[src/hw/rtl/hkle_pkg.sv]
package hkle_pkg;

    localparam int NUM_SLOTS = 6;
    localparam int SLOT_W    = 3;
    localparam int QDEPTH    = 2;

    localparam logic [7:0] CODE_BKSP  = 8'h2A;
    localparam logic [7:0] CODE_ENTER = 8'h28;
    localparam logic [7:0] CODE_ESC   = 8'h29;

    localparam int LSHIFT_BIT = 1;
    localparam int RSHIFT_BIT = 5;

    // slot classes handed from front to back
    localparam logic [2:0] CLS_NONE  = 3'd0;
    localparam logic [2:0] CLS_CHAR  = 3'd1;
    localparam logic [2:0] CLS_BKSP  = 3'd2;
    localparam logic [2:0] CLS_ENTER = 3'd3;
    localparam logic [2:0] CLS_ESC   = 3'd4;

    // event kinds on the output
    localparam logic [1:0] KIND_CHAR = 2'd0;
    localparam logic [1:0] KIND_BKSP = 2'd1;
    localparam logic [1:0] KIND_RET  = 2'd2;
    localparam logic [1:0] KIND_ESC  = 2'd3;

    typedef struct packed {
        logic [2:0] cls;
        logic [7:0] ch;
    } t_slot;

    typedef t_slot [NUM_SLOTS-1:0] t_report;

    // uk layout, plain or shifted; zero means unmapped
    function automatic logic [7:0] map_key(input logic [6:0] code, input logic shift);
        logic [7:0] ch;
        ch = 8'h00;
        if (code inside {[7'h04:7'h1D]}) begin
            ch = (shift ? 8'h41 : 8'h61) + {1'b0, code} - 8'h04;
        end else begin
            case (code)
                7'h1E: ch = shift ? 8'h21 : 8'h31;
                7'h1F: ch = shift ? 8'h22 : 8'h32;
                7'h20: ch = shift ? 8'hA3 : 8'h33;
                7'h21: ch = shift ? 8'h24 : 8'h34;
                7'h22: ch = shift ? 8'h25 : 8'h35;
                7'h23: ch = shift ? 8'h5E : 8'h36;
                7'h24: ch = shift ? 8'h26 : 8'h37;
                7'h25: ch = shift ? 8'h2A : 8'h38;
                7'h26: ch = shift ? 8'h28 : 8'h39;
                7'h27: ch = shift ? 8'h29 : 8'h30;
                7'h2C: ch = shift ? 8'h00 : 8'h20;
                7'h2D: ch = shift ? 8'h5F : 8'h2D;
                7'h2E: ch = shift ? 8'h2B : 8'h3D;
                7'h2F: ch = shift ? 8'h7B : 8'h5B;
                7'h30: ch = shift ? 8'h7D : 8'h5D;
                7'h31: ch = shift ? 8'h7E : 8'h23;
                7'h32: ch = shift ? 8'h7C : 8'h5C;
                7'h33: ch = shift ? 8'h3A : 8'h3B;
                7'h34: ch = shift ? 8'h40 : 8'h27;
                7'h35: ch = shift ? 8'hAC : 8'h60;
                7'h36: ch = shift ? 8'h3C : 8'h2C;
                7'h37: ch = shift ? 8'h3E : 8'h2E;
                7'h38: ch = shift ? 8'h3F : 8'h2F;
                default: ch = 8'h00;
            endcase
        end
        return ch;
    endfunction

endpackage

[src/hw/rtl/hkle_front.sv]
module hkle_front
    import hkle_pkg::*;
(
    input  logic        i_clk,
    input  logic        i_rst_n,
    input  logic        i_valid,
    input  logic [55:0] i_data,
    input  logic        i_full,
    output logic        o_ready,
    output logic        o_push,
    output t_report     o_report
);

    logic [NUM_SLOTS-1:0][7:0] r_prev;
    logic [NUM_SLOTS-1:0][7:0] w_codes;
    logic                      w_shift;
    logic                      w_accept;

    assign w_shift  = i_data[LSHIFT_BIT] | i_data[RSHIFT_BIT];
    assign o_ready  = ~i_full;
    assign w_accept = i_valid & ~i_full;
    assign o_push   = w_accept;

    always_comb begin
        for (int i = 0; i < NUM_SLOTS; i++) begin
            w_codes[i] = i_data[8*(i+1) +: 8];
        end
    end

    always_comb begin
        logic       held;
        logic [7:0] ch;
        for (int i = 0; i < NUM_SLOTS; i++) begin
            held = 1'b0;
            for (int j = 0; j < NUM_SLOTS; j++) begin
                if (r_prev[j] == w_codes[i]) held = 1'b1;
            end
            ch = map_key(w_codes[i][6:0], w_shift);
            o_report[i].ch = 8'h00;
            if (w_codes[i] == 8'h00 || held) begin
                o_report[i].cls = CLS_NONE;
            end else if (w_codes[i] == CODE_BKSP) begin
                o_report[i].cls = CLS_BKSP;
            end else if (w_codes[i] == CODE_ENTER) begin
                o_report[i].cls = CLS_ENTER;
            end else if (w_codes[i] == CODE_ESC) begin
                o_report[i].cls = CLS_ESC;
            end else if (w_codes[i][7] || ch == 8'h00) begin
                o_report[i].cls = CLS_NONE;
            end else begin
                o_report[i].cls = CLS_CHAR;
                o_report[i].ch  = ch;
            end
        end
    end

    always_ff @(posedge i_clk) begin
        if (!i_rst_n) begin
            r_prev <= '0;
        end else if (w_accept) begin
            r_prev <= w_codes;
        end
    end

endmodule

[src/hw/rtl/hkle_queue.sv]
module hkle_queue
    import hkle_pkg::*;
(
    input  logic    i_clk,
    input  logic    i_rst_n,
    input  logic    i_push,
    input  t_report i_wdata,
    input  logic    i_pop,
    output logic    o_full,
    output logic    o_valid,
    output t_report o_rdata
);

    localparam int PTR_W = $clog2(QDEPTH);
    localparam int CNT_W = $clog2(QDEPTH + 1);

    t_report             r_mem [QDEPTH];
    logic [PTR_W-1:0]    r_wptr;
    logic [PTR_W-1:0]    r_rptr;
    logic [CNT_W-1:0]    r_cnt;
    logic [PTR_W-1:0]    n_wptr;
    logic [PTR_W-1:0]    n_rptr;
    logic                w_do_pop;

    assign o_full   = (r_cnt == CNT_W'(QDEPTH));
    assign o_valid  = (r_cnt != '0);
    assign o_rdata  = r_mem[r_rptr];
    assign w_do_pop = i_pop & o_valid;
    assign n_wptr   = (r_wptr == PTR_W'(QDEPTH - 1)) ? '0 : r_wptr + 1'b1;
    assign n_rptr   = (r_rptr == PTR_W'(QDEPTH - 1)) ? '0 : r_rptr + 1'b1;

    always_ff @(posedge i_clk) begin
        if (i_push) begin
            r_mem[r_wptr] <= i_wdata;
        end
    end

    always_ff @(posedge i_clk) begin
        if (!i_rst_n) begin
            r_wptr <= '0;
            r_rptr <= '0;
            r_cnt  <= '0;
        end else begin
            if (i_push) r_wptr <= n_wptr;
            if (w_do_pop) r_rptr <= n_rptr;
            if (i_push && !w_do_pop) begin
                r_cnt <= r_cnt + 1'b1;
            end else if (!i_push && w_do_pop) begin
                r_cnt <= r_cnt - 1'b1;
            end
        end
    end

endmodule

[src/hw/rtl/hkle_back.sv]
module hkle_back
    import hkle_pkg::*;
#(
    parameter int LINE_CAPACITY = 64
) (
    input  logic        i_clk,
    input  logic        i_rst_n,
    input  logic        i_valid,
    input  t_report     i_report,
    output logic        o_pop,
    output logic        o_tvalid,
    input  logic        i_tready,
    output logic [23:0] o_tdata,
    output logic        o_tlast
);

    localparam int CNT_W = $clog2(LINE_CAPACITY);
    localparam logic [CNT_W-1:0] CNT_MAX = CNT_W'(LINE_CAPACITY - 1);

    logic [SLOT_W-1:0] r_slot;
    logic [CNT_W-1:0]  r_count;
    logic              r_out_valid;
    logic [1:0]        r_kind;
    logic [7:0]        r_char;
    logic [5:0]        r_pos;
    logic [5:0]        r_len;
    logic              r_last;

    t_slot             w_cur;
    logic              w_emit;
    logic [1:0]        w_kind;
    logic [CNT_W-1:0]  n_count;
    logic [CNT_W-1:0]  w_pos;
    logic [CNT_W+5:0]  w_pos_ext;
    logic [CNT_W+5:0]  w_len_ext;
    logic              w_later_fix;
    logic              w_later_char;
    logic              w_later_bksp;
    logic              w_last;
    logic              w_go;

    assign w_cur = i_report[r_slot];

    always_comb begin
        w_emit  = 1'b0;
        w_kind  = KIND_CHAR;
        n_count = r_count;
        w_pos   = '0;
        case (w_cur.cls)
            CLS_CHAR: begin
                w_emit  = (r_count < CNT_MAX);
                n_count = r_count + 1'b1;
                w_pos   = r_count;
            end
            CLS_BKSP: begin
                w_emit  = (r_count != '0);
                w_kind  = KIND_BKSP;
                n_count = r_count - 1'b1;
                w_pos   = n_count;
            end
            CLS_ENTER: begin
                w_emit = 1'b1;
                w_kind = KIND_RET;
            end
            CLS_ESC: begin
                w_emit = 1'b1;
                w_kind = KIND_ESC;
            end
            default: begin
                w_emit = 1'b0;
            end
        endcase
    end

    // what the remaining slots of this report hold
    always_comb begin
        w_later_fix  = 1'b0;
        w_later_char = 1'b0;
        w_later_bksp = 1'b0;
        for (int i = 0; i < NUM_SLOTS; i++) begin
            if (SLOT_W'(i) > r_slot) begin
                if (i_report[i].cls == CLS_ENTER || i_report[i].cls == CLS_ESC)
                    w_later_fix = 1'b1;
                if (i_report[i].cls == CLS_CHAR) w_later_char = 1'b1;
                if (i_report[i].cls == CLS_BKSP) w_later_bksp = 1'b1;
            end
        end
    end

    // a later char and a later backspace can never both be blocked
    assign w_last = ~(w_later_fix
                    | (w_later_char & w_later_bksp)
                    | (w_later_char & (n_count < CNT_MAX))
                    | (w_later_bksp & (n_count != '0)));

    assign w_go      = i_valid & (~w_emit | ~r_out_valid | i_tready);
    assign o_pop     = w_go & (r_slot == SLOT_W'(NUM_SLOTS - 1));
    assign w_pos_ext = {6'b0, w_pos};
    assign w_len_ext = {6'b0, n_count};

    always_ff @(posedge i_clk) begin
        if (!i_rst_n) begin
            r_slot      <= '0;
            r_count     <= '0;
            r_out_valid <= 1'b0;
        end else begin
            if (w_go) begin
                r_slot <= o_pop ? '0 : r_slot + 1'b1;
                if (w_emit) r_count <= n_count;
            end
            if (w_go && w_emit) begin
                r_out_valid <= 1'b1;
            end else if (i_tready) begin
                r_out_valid <= 1'b0;
            end
        end
    end

    always_ff @(posedge i_clk) begin
        if (w_go && w_emit) begin
            r_kind <= w_kind;
            r_char <= (w_kind == KIND_CHAR) ? w_cur.ch : 8'h00;
            r_pos  <= w_pos_ext[5:0];
            r_len  <= w_len_ext[5:0];
            r_last <= w_last;
        end
    end

    assign o_tvalid = r_out_valid;
    assign o_tdata  = {2'b00, r_len, r_pos, r_char, r_kind};
    assign o_tlast  = r_last;

endmodule

[src/hw/rtl/hid_keyboard_line_editor.sv]
// boot keyboard report to line edit events
//
// input stream: one transfer per 8-byte boot report (reserved byte dropped).
// output stream: one transfer per edit event, tlast on the final event of a
// report; a report that causes no event gives no transfer at all.
//
// the front classifies the six slots in the accept cycle (release/hold
// filter against the previous report, shift, uk key map) and writes the
// result into a two-report queue. the back walks the six slots of the queue
// head at one slot per cycle unless a slot that emits finds the output
// register full and not taken, tracking the line length, and loads the
// output register. events pass the queue, then the output register; the
// queue takes reports while the back walks all six slots of its head.
//
// reset clears the remembered keys, the line length, the queue and the
// output register. when the receiver stalls, the held event stays put, the
// back stops at the slot that wants to emit, the queue fills and s_axis
// tready drops after two waiting reports.
module hid_keyboard_line_editor
    import hkle_pkg::*;
#(
    parameter int LINE_CAPACITY = 64
) (
    input  logic        i_clk,
    input  logic        i_rst_n,
    input  logic        i_s_axis_tvalid,
    output logic        o_s_axis_tready,
    // modifier_bits, key_code_0 .. key_code_5
    input  logic [55:0] i_s_axis_tdata,
    output logic        o_m_axis_tvalid,
    input  logic        i_m_axis_tready,
    // event_kind, event_char, edit_position, line_length, 2 bits zero
    output logic [23:0] o_m_axis_tdata,
    output logic        o_m_axis_tlast
);

    logic    w_push;
    logic    w_full;
    logic    w_qvalid;
    logic    w_pop;
    t_report w_wreport;
    t_report w_rreport;

    hkle_front u_front (
        .i_clk    (i_clk),
        .i_rst_n  (i_rst_n),
        .i_valid  (i_s_axis_tvalid),
        .i_data   (i_s_axis_tdata),
        .i_full   (w_full),
        .o_ready  (o_s_axis_tready),
        .o_push   (w_push),
        .o_report (w_wreport)
    );

    hkle_queue u_queue (
        .i_clk   (i_clk),
        .i_rst_n (i_rst_n),
        .i_push  (w_push),
        .i_wdata (w_wreport),
        .i_pop   (w_pop),
        .o_full  (w_full),
        .o_valid (w_qvalid),
        .o_rdata (w_rreport)
    );

    hkle_back #(
        .LINE_CAPACITY (LINE_CAPACITY)
    ) u_back (
        .i_clk    (i_clk),
        .i_rst_n  (i_rst_n),
        .i_valid  (w_qvalid),
        .i_report (w_rreport),
        .o_pop    (w_pop),
        .o_tvalid (o_m_axis_tvalid),
        .i_tready (i_m_axis_tready),
        .o_tdata  (o_m_axis_tdata),
        .o_tlast  (o_m_axis_tlast)
    );

endmodule

[config.mk]
export PLATFORM = sky130hd
export DESIGN_NAME = hid_keyboard_line_editor
export DESIGN_NICKNAME = d
export VERILOG_FILES = /design/src/hw/rtl/hkle_pkg.sv /design/src/hw/rtl/hkle_front.sv /design/src/hw/rtl/hkle_queue.sv /design/src/hw/rtl/hkle_back.sv /design/src/hw/rtl/hid_keyboard_line_editor.sv
export SDC_FILE = /design/constraint.sdc
export NUM_CORES = 1
export LEC_CHECK = 0
export BUFFER_PORTS_ARGS = -buffer_cell sky130_fd_sc_hd__buf_2
export CAP_MARGIN = 20
export CORE_MARGIN = 2
export CORE_UTILIZATION = 41
export DETAILED_ROUTE_END_ITERATION = 7
export HOLD_SLACK_MARGIN = 0.05
export MAX_ROUTING_LAYER = met4
export PLACE_DENSITY_LB_ADDON = 0.25
export SLEW_MARGIN = 25
export SYNTH_ARGS = -nofsm -noshare
export SYNTH_HDL_FRONTEND = slang
export SYNTH_SLANG_ARGS = --single-unit
[constraint.sdc]
create_clock -name i_clk -period 12.3 [get_ports i_clk]
set_clock_uncertainty 0.15 [all_clocks]
set_input_delay 1.23 -clock i_clk [delete_from_list [all_inputs] [get_ports i_clk]]
set_output_delay 1.23 -clock i_clk [all_outputs]
set_load 0.1 [all_outputs]
Yosys cells after proc, flatten, opt, wreduce, memory -nomap -nowiden
Memories as Yosys holds them, arrays and structs flattened. A register that Yosys moved wholly into a read port is not among the register bits. Index checks and enable logic that the tools add are counted. Widths: inputs -> output; s select.

Add/subtract/negate cells: 19. Multipliers: 0. Div/mod/pow operators: 0. Magnitude comparators: 21. Eq/ne operators: 222. Shifts and indexed selects: 0. Mux-type cells: 185. Bitwise logic cells: 17. Reduce and logical (&&, ||, !) cells: 49.

Operators by type and width (number): $pmux 8 s23 (6); $eq 7x6->1 const B (126); $mux 8 (38); $eq 8x8->1 (36); $eq 8x6->1 const B (18); $logic_not 8->1 (12); $mux 1 (87); $eq 7x5->1 const B (12); $mux 3 (25); $mux 5 (12); $add 8x7->8 (6); $sub 8x3->8 const B (6); $eq 3x2->1 const B (14); $ge 7x3->1 const B (6); $le 7x5->1 const B (6); $bmux 11 s3 (1); $mux 6 (5); $mux 7 (4); $eq 3x3->1 const B (8); $pmux 6 s2 (2); $eq 3x1->1 const B (7); $logic_or 1x1->1 (18); $lt 6x6->1 const B (2); $reduce_bool 6->1 (2); 24 further kinds (54).

Flip-flop bits (word level): 85. Bits in latches: 0. Memory bits (writable): 132. ROM bits: 0. Input bits: 60. Output and inout bits: 27. Word-level logic and storage cells: 531. Memories: 1.

Memories: u_queue.r_mem (words 2, width 66, rd ports 1, clocked after Yosys merged registers in 1, wr ports 1, RTL line hkle_queue.sv:17) `t_report r_mem [QDEPTH];`.

Longest topological paths before layout
Word-level depth: 18. Mapped depth: 14. Depth with buffers taken out: 11.

By module
A second synthesis with hierarchy kept.

Cells, all modules: 2327. Area, all modules: 20254.4 um2.

Modules (own cells, without submodules): hkle_front (times used 1, cells an instance 1831, area an instance 12653.4 um2, seq. area each 960.9 um2); hkle_queue (times used 1, cells an instance 227, area an instance 4989.8 um2, seq. area each 4063.9 um2); hkle_back (times used 1, cells an instance 269, area an instance 2611.3 um2, seq. area each 890.9 um2).

Worst setup path before layout
Ideal clock, no wire load.

Path kind: register to register. Start: reg u_queue.r_cnt[0]. End: mem u_queue.r_mem[0][0] (netlist name) (enable). Setup time: 0.492 ns. Arrival: 4.505 ns. Required time: 11.658 ns. Slack: 7.153 ns. Stages on the path, launching flop included: 5. Buffers on the path: 1. Period minus slack after synthesis: 5.147 ns. Cells stage by stage: dfxtp_1 -> nand2b_1 -> nand2_1 -> clkbuf_1 -> nor2_1.

Word-level cells in the longest chain between the ends: 5.

Ends and longest elaborated chain: start, declared (RTL line hkle_queue.sv:20) `logic [CNT_W-1:0] r_cnt;`; start signal, assigned (RTL line hkle_queue.sv:47) `r_cnt <= r_cnt + 1'b1;`; start signal, assigned (RTL line hkle_queue.sv:49) `r_cnt <= r_cnt - 1'b1;`; $eq 2x2->1 (RTL line hkle_queue.sv:25) `assign o_full = (r_cnt == CNT_W'(QDEPTH));`; $not 1->1; via o_s_axis_tready (RTL line hid_keyboard_line_editor.sv:27) `output logic o_s_axis_tready,`; $and 1x1->1 (RTL line hkle_front.sv:21) `assign w_accept = i_valid & ~i_full;`; $mux 1 (RTL line hkle_queue.sv:33) `if (i_push) begin`; $mux 1 (not written as such) (RTL line hkle_queue.sv:34) `r_mem[r_wptr] <= i_wdata;`; end, declared (RTL line hkle_queue.sv:17).

The timed path passes the listed nets, and every way through them passes these cells.

==> metrics.yaml <==
floorplanning:
  die_h_um: 224
  ioPinCount: 87
  coreArea_um2: 47800
  start_util_pct: 41.6
  fp-row-count: 80
  fp.dieArea_um2: 50400
  fp.dieW_um: 224
drt:
  wl_um: 63800
  via_per_inst: 6.23
  dr.pass1.iters: 7
  ant_nets: 0
  wl_per_cell_um: 22.2
  first_iter_violations: 1856
  drc: 0
  vias: 17882
grt:
  grt_pass1_vias: 16857
  track_usage_pct: 25.5
  grt_overflow: 0
  antenna_found_initial: 6
  grt_pass1_wl_um: 99900
  grt_max_degree: 70
worst_setup_path:
  path_class: "input port to register"
  crit_path_start_kind: "input port"
  worstSetupEndpointType: "register"
  required_ps: 12350
  worstSetupStartpoint: "i_s_axis_tdata[5]"
  rr_worst_depth: 9
  crit_arrival_ps: 4960
  cp_max_fo: 50
  cp.depth: 14
  cpPeakStageDelay_ps: 700
  cp_slowest_cell: "a2111oi_0"
  crit_buf_inv: 5
  cp_cell_sequence: "buf_2 > nor2_4 > buf_4 > clkinv_1 > buf_4 > ha_1 > inv_1 > ha_1 > a21oi_1 > xnor2_1 > a2111oi_0 > nand3_1 > o32ai_1 > a21boi_0"
  crit_family: "compound AO/OA/AOI/OAI gates"
sta:
  setup_tns_ps: 0
  finalCriticalPeriod_ps: 4900
  finalCritPeriodShare_pct: 39.9
  max_freq_mhz: 204
  tightestPinTransition_ps: 981
  finalHoldViolCount: 0
  setup_violations: 0
  slew_headroom_pct: 34.0
  slew_viol_final: 0
  hold_slack_ps: 385
  rsz0062_at_grt: "no"
clocking:
  cts.htree.levels: 1
  numCtsBuffers: 25
  path_clk_slew_ps: 60
  cts.repair.resized: 0
  root_buffer: "clkbuf_16"
  worstSkewPairLatency_ps: 570
  postCtsSetupBuffers: 0
  clockBufferDepth: 3
  clock-sinks: 218
  cts_tree: "done"
  holdBufCountCts: 0
final_layout:
  fill_cells: 4673
  final_common_cell: "nand2_1"
  fin_area_um2: 21200
  drive_gt1_share_pct: 8.94
  layout_common_cells: "232 x nand2_1, 198 x xnor2_1, 155 x edfxtp_1, 130 x a21oi_1, 117 x xor2_1"
  nNetsFinal: 2397
  area_growth_pct: 6.18
synthesis:
  synth.distinct_cells: 88
  postSynthCellCount: 2329
  synthesis.area_um2: 19900
  synth_seq_area_share_pct: 29.7
  synth_seq_cells: 218
  ys_async_sr_fraction_pct: 0
  yosysWarnings: 0
  ys.flop_type: "edfxtp_1"
  synth_edf_count: 155
  avgSynthCellArea_um2: 8.56
place:
  place_congestion: 0.966
  dpl.hpwl_um: 45500
  place_area_um2: 20300
  portBuffers: 78
hold_path:
  hold_start: "u_queue.r_cnt[1]"
  min_path_cells: 2
  hold_path_class: "register to register"
power_and_ir_drop:
  p_leak_nw: 7.58
  p_per_area_nw_per_um2: 126
  ir_worst_vdd_mv: 0.100
run_status:
  status: "complete, no violations"
flow_run:
  maxCapViolCount: 0
## state kept, by name, summed over array words and instances (netlist names), named ones only
name and cells:
u_front.r_prev 48, u_queue.r_mem 132, u_back.r_count 6, u_back.r_char 8, u_queue.r_rptr 1, u_back.o_tlast 1, u_queue.r_wptr 1, u_back.r_slot 3
u_queue.r_cnt 2, u_back.r_pos 6, u_back.r_len 6, u_back.r_kind 2, u_back.o_tvalid 1
## where the power goes
part	leakage [nW]	internal, mW	switching (mW)	total, mW
clock	0.375	0.399	0.325	0.723
combinational	5.18	0.301	0.663	0.964
sequential	2.02	0.895	0.0755	0.970
## area by class of cell
class,count,area [um2],share of cell area [%]
Clock buffer,33,686,3.24
Sequential cell,218,5920,28.0
Inverter,77,289,1.37
Tap cell,615,769,3.64
Antenna cell,6,15.0,0.0710
Timing Repair Buffer,94,510,2.41
Clock inverter,13,101,0.479
Multi-Input combinational cell,1813,12900,60.8
## logic make-up (layout without fill, tap and decap cells)
| logic type | after synthesis | after routing | synth area share [%] |
|---|---|---|---|
| buf+inv | 299 | 217 | 5.87 |
| other cells | 1 | 8 | 0.0188 |
| xor+xnor | 315 | 315 | 13.8 |
| fa+ha+maj | 108 | 108 | 6.78 |
| flops | 218 | 218 | 29.7 |
| simple gates | 745 | 745 | 19.6 |
| mux | 65 | 65 | 4.83 |
| compound gates | 578 | 578 | 19.3 |
## synth_stat cells, types with 22 or more instances
library cell / n / area (um2)
a211oi_1: 22 / 165
a21boi_0: 63 / 473
a21oi_1: 130 / 651
a31oi_1: 27 / 169
buf_1: 55 / 206
clkbuf_1: 155 / 582
dfxtp_1: 63 / 1260
edfxtp_1: 155 / 4650
ha_1: 108 / 1350
inv_1: 75 / 282
mux2i_1: 31 / 310
mux4_2: 24 / 541
nand2_1: 233 / 875
nand2b_1: 26 / 163
nand3_1: 43 / 215
nand3b_1: 25 / 188
nand4_1: 59 / 369
nor2_1: 117 / 439
nor2b_1: 22 / 138
nor3_1: 37 / 185
nor3b_1: 23 / 173
nor4_1: 41 / 257
o21a_1: 23 / 173
o21ai_0: 104 / 521
o22ai_1: 35 / 219
xnor2_1: 198 / 1730
xor2_1: 117 / 1020
## per-stage QoR
step / setup WS (ps) / std cells / power, mW / utilization [%]
global placement: 7040 / 2816 / 1.92 / 42.5
global route: 7300 / 2869 / 2.78 / 44.2
finish: 7400 / 2869 / 2.66 / 44.2
floorplan: 7150 / 2330 / 1.72 / -
CTS: 7570 / 2862 / 2.67 / 44.2
detailed placement: 7000 / 2816 / 1.94 / 42.5
## per-layer routing
| layer | GRT usage [%] | share of wire (%) | up-vias |
|---|---|---|---|
| met1 | 34.1 | 44 | 8697 |
| met2 | 40.5 | 47 | 777 |
| met4 | 8.44 | 3.1 | 0 |
| met3 | 2.95 | 6.1 | 144 |
| met5 | - | 0 | - |
| li1 | - | - | 8264 |
## final timing paths
kind | to | slack (ps)
worst min register to register | u_queue.r_cnt[1] | 390
worst min-delay path | u_queue.r_cnt[1] | 390
worst max-delay path | u_queue.r_mem[1][41] | 7400
worst max register to register | u_back.r_count[4] | 7770
## worst reg2reg max path, stage by stage (launching register included)
cell and delay [ps]:
dfxtp_4 440, buf_4 740, mux2_2 520, a22o_1 190, a211o_1 420, and3_1 310, o311ai_2 580, inv_1 650
a21o_1 330, a21boi_0 130
No activity file was read; power rests on OpenSTA's default activity.
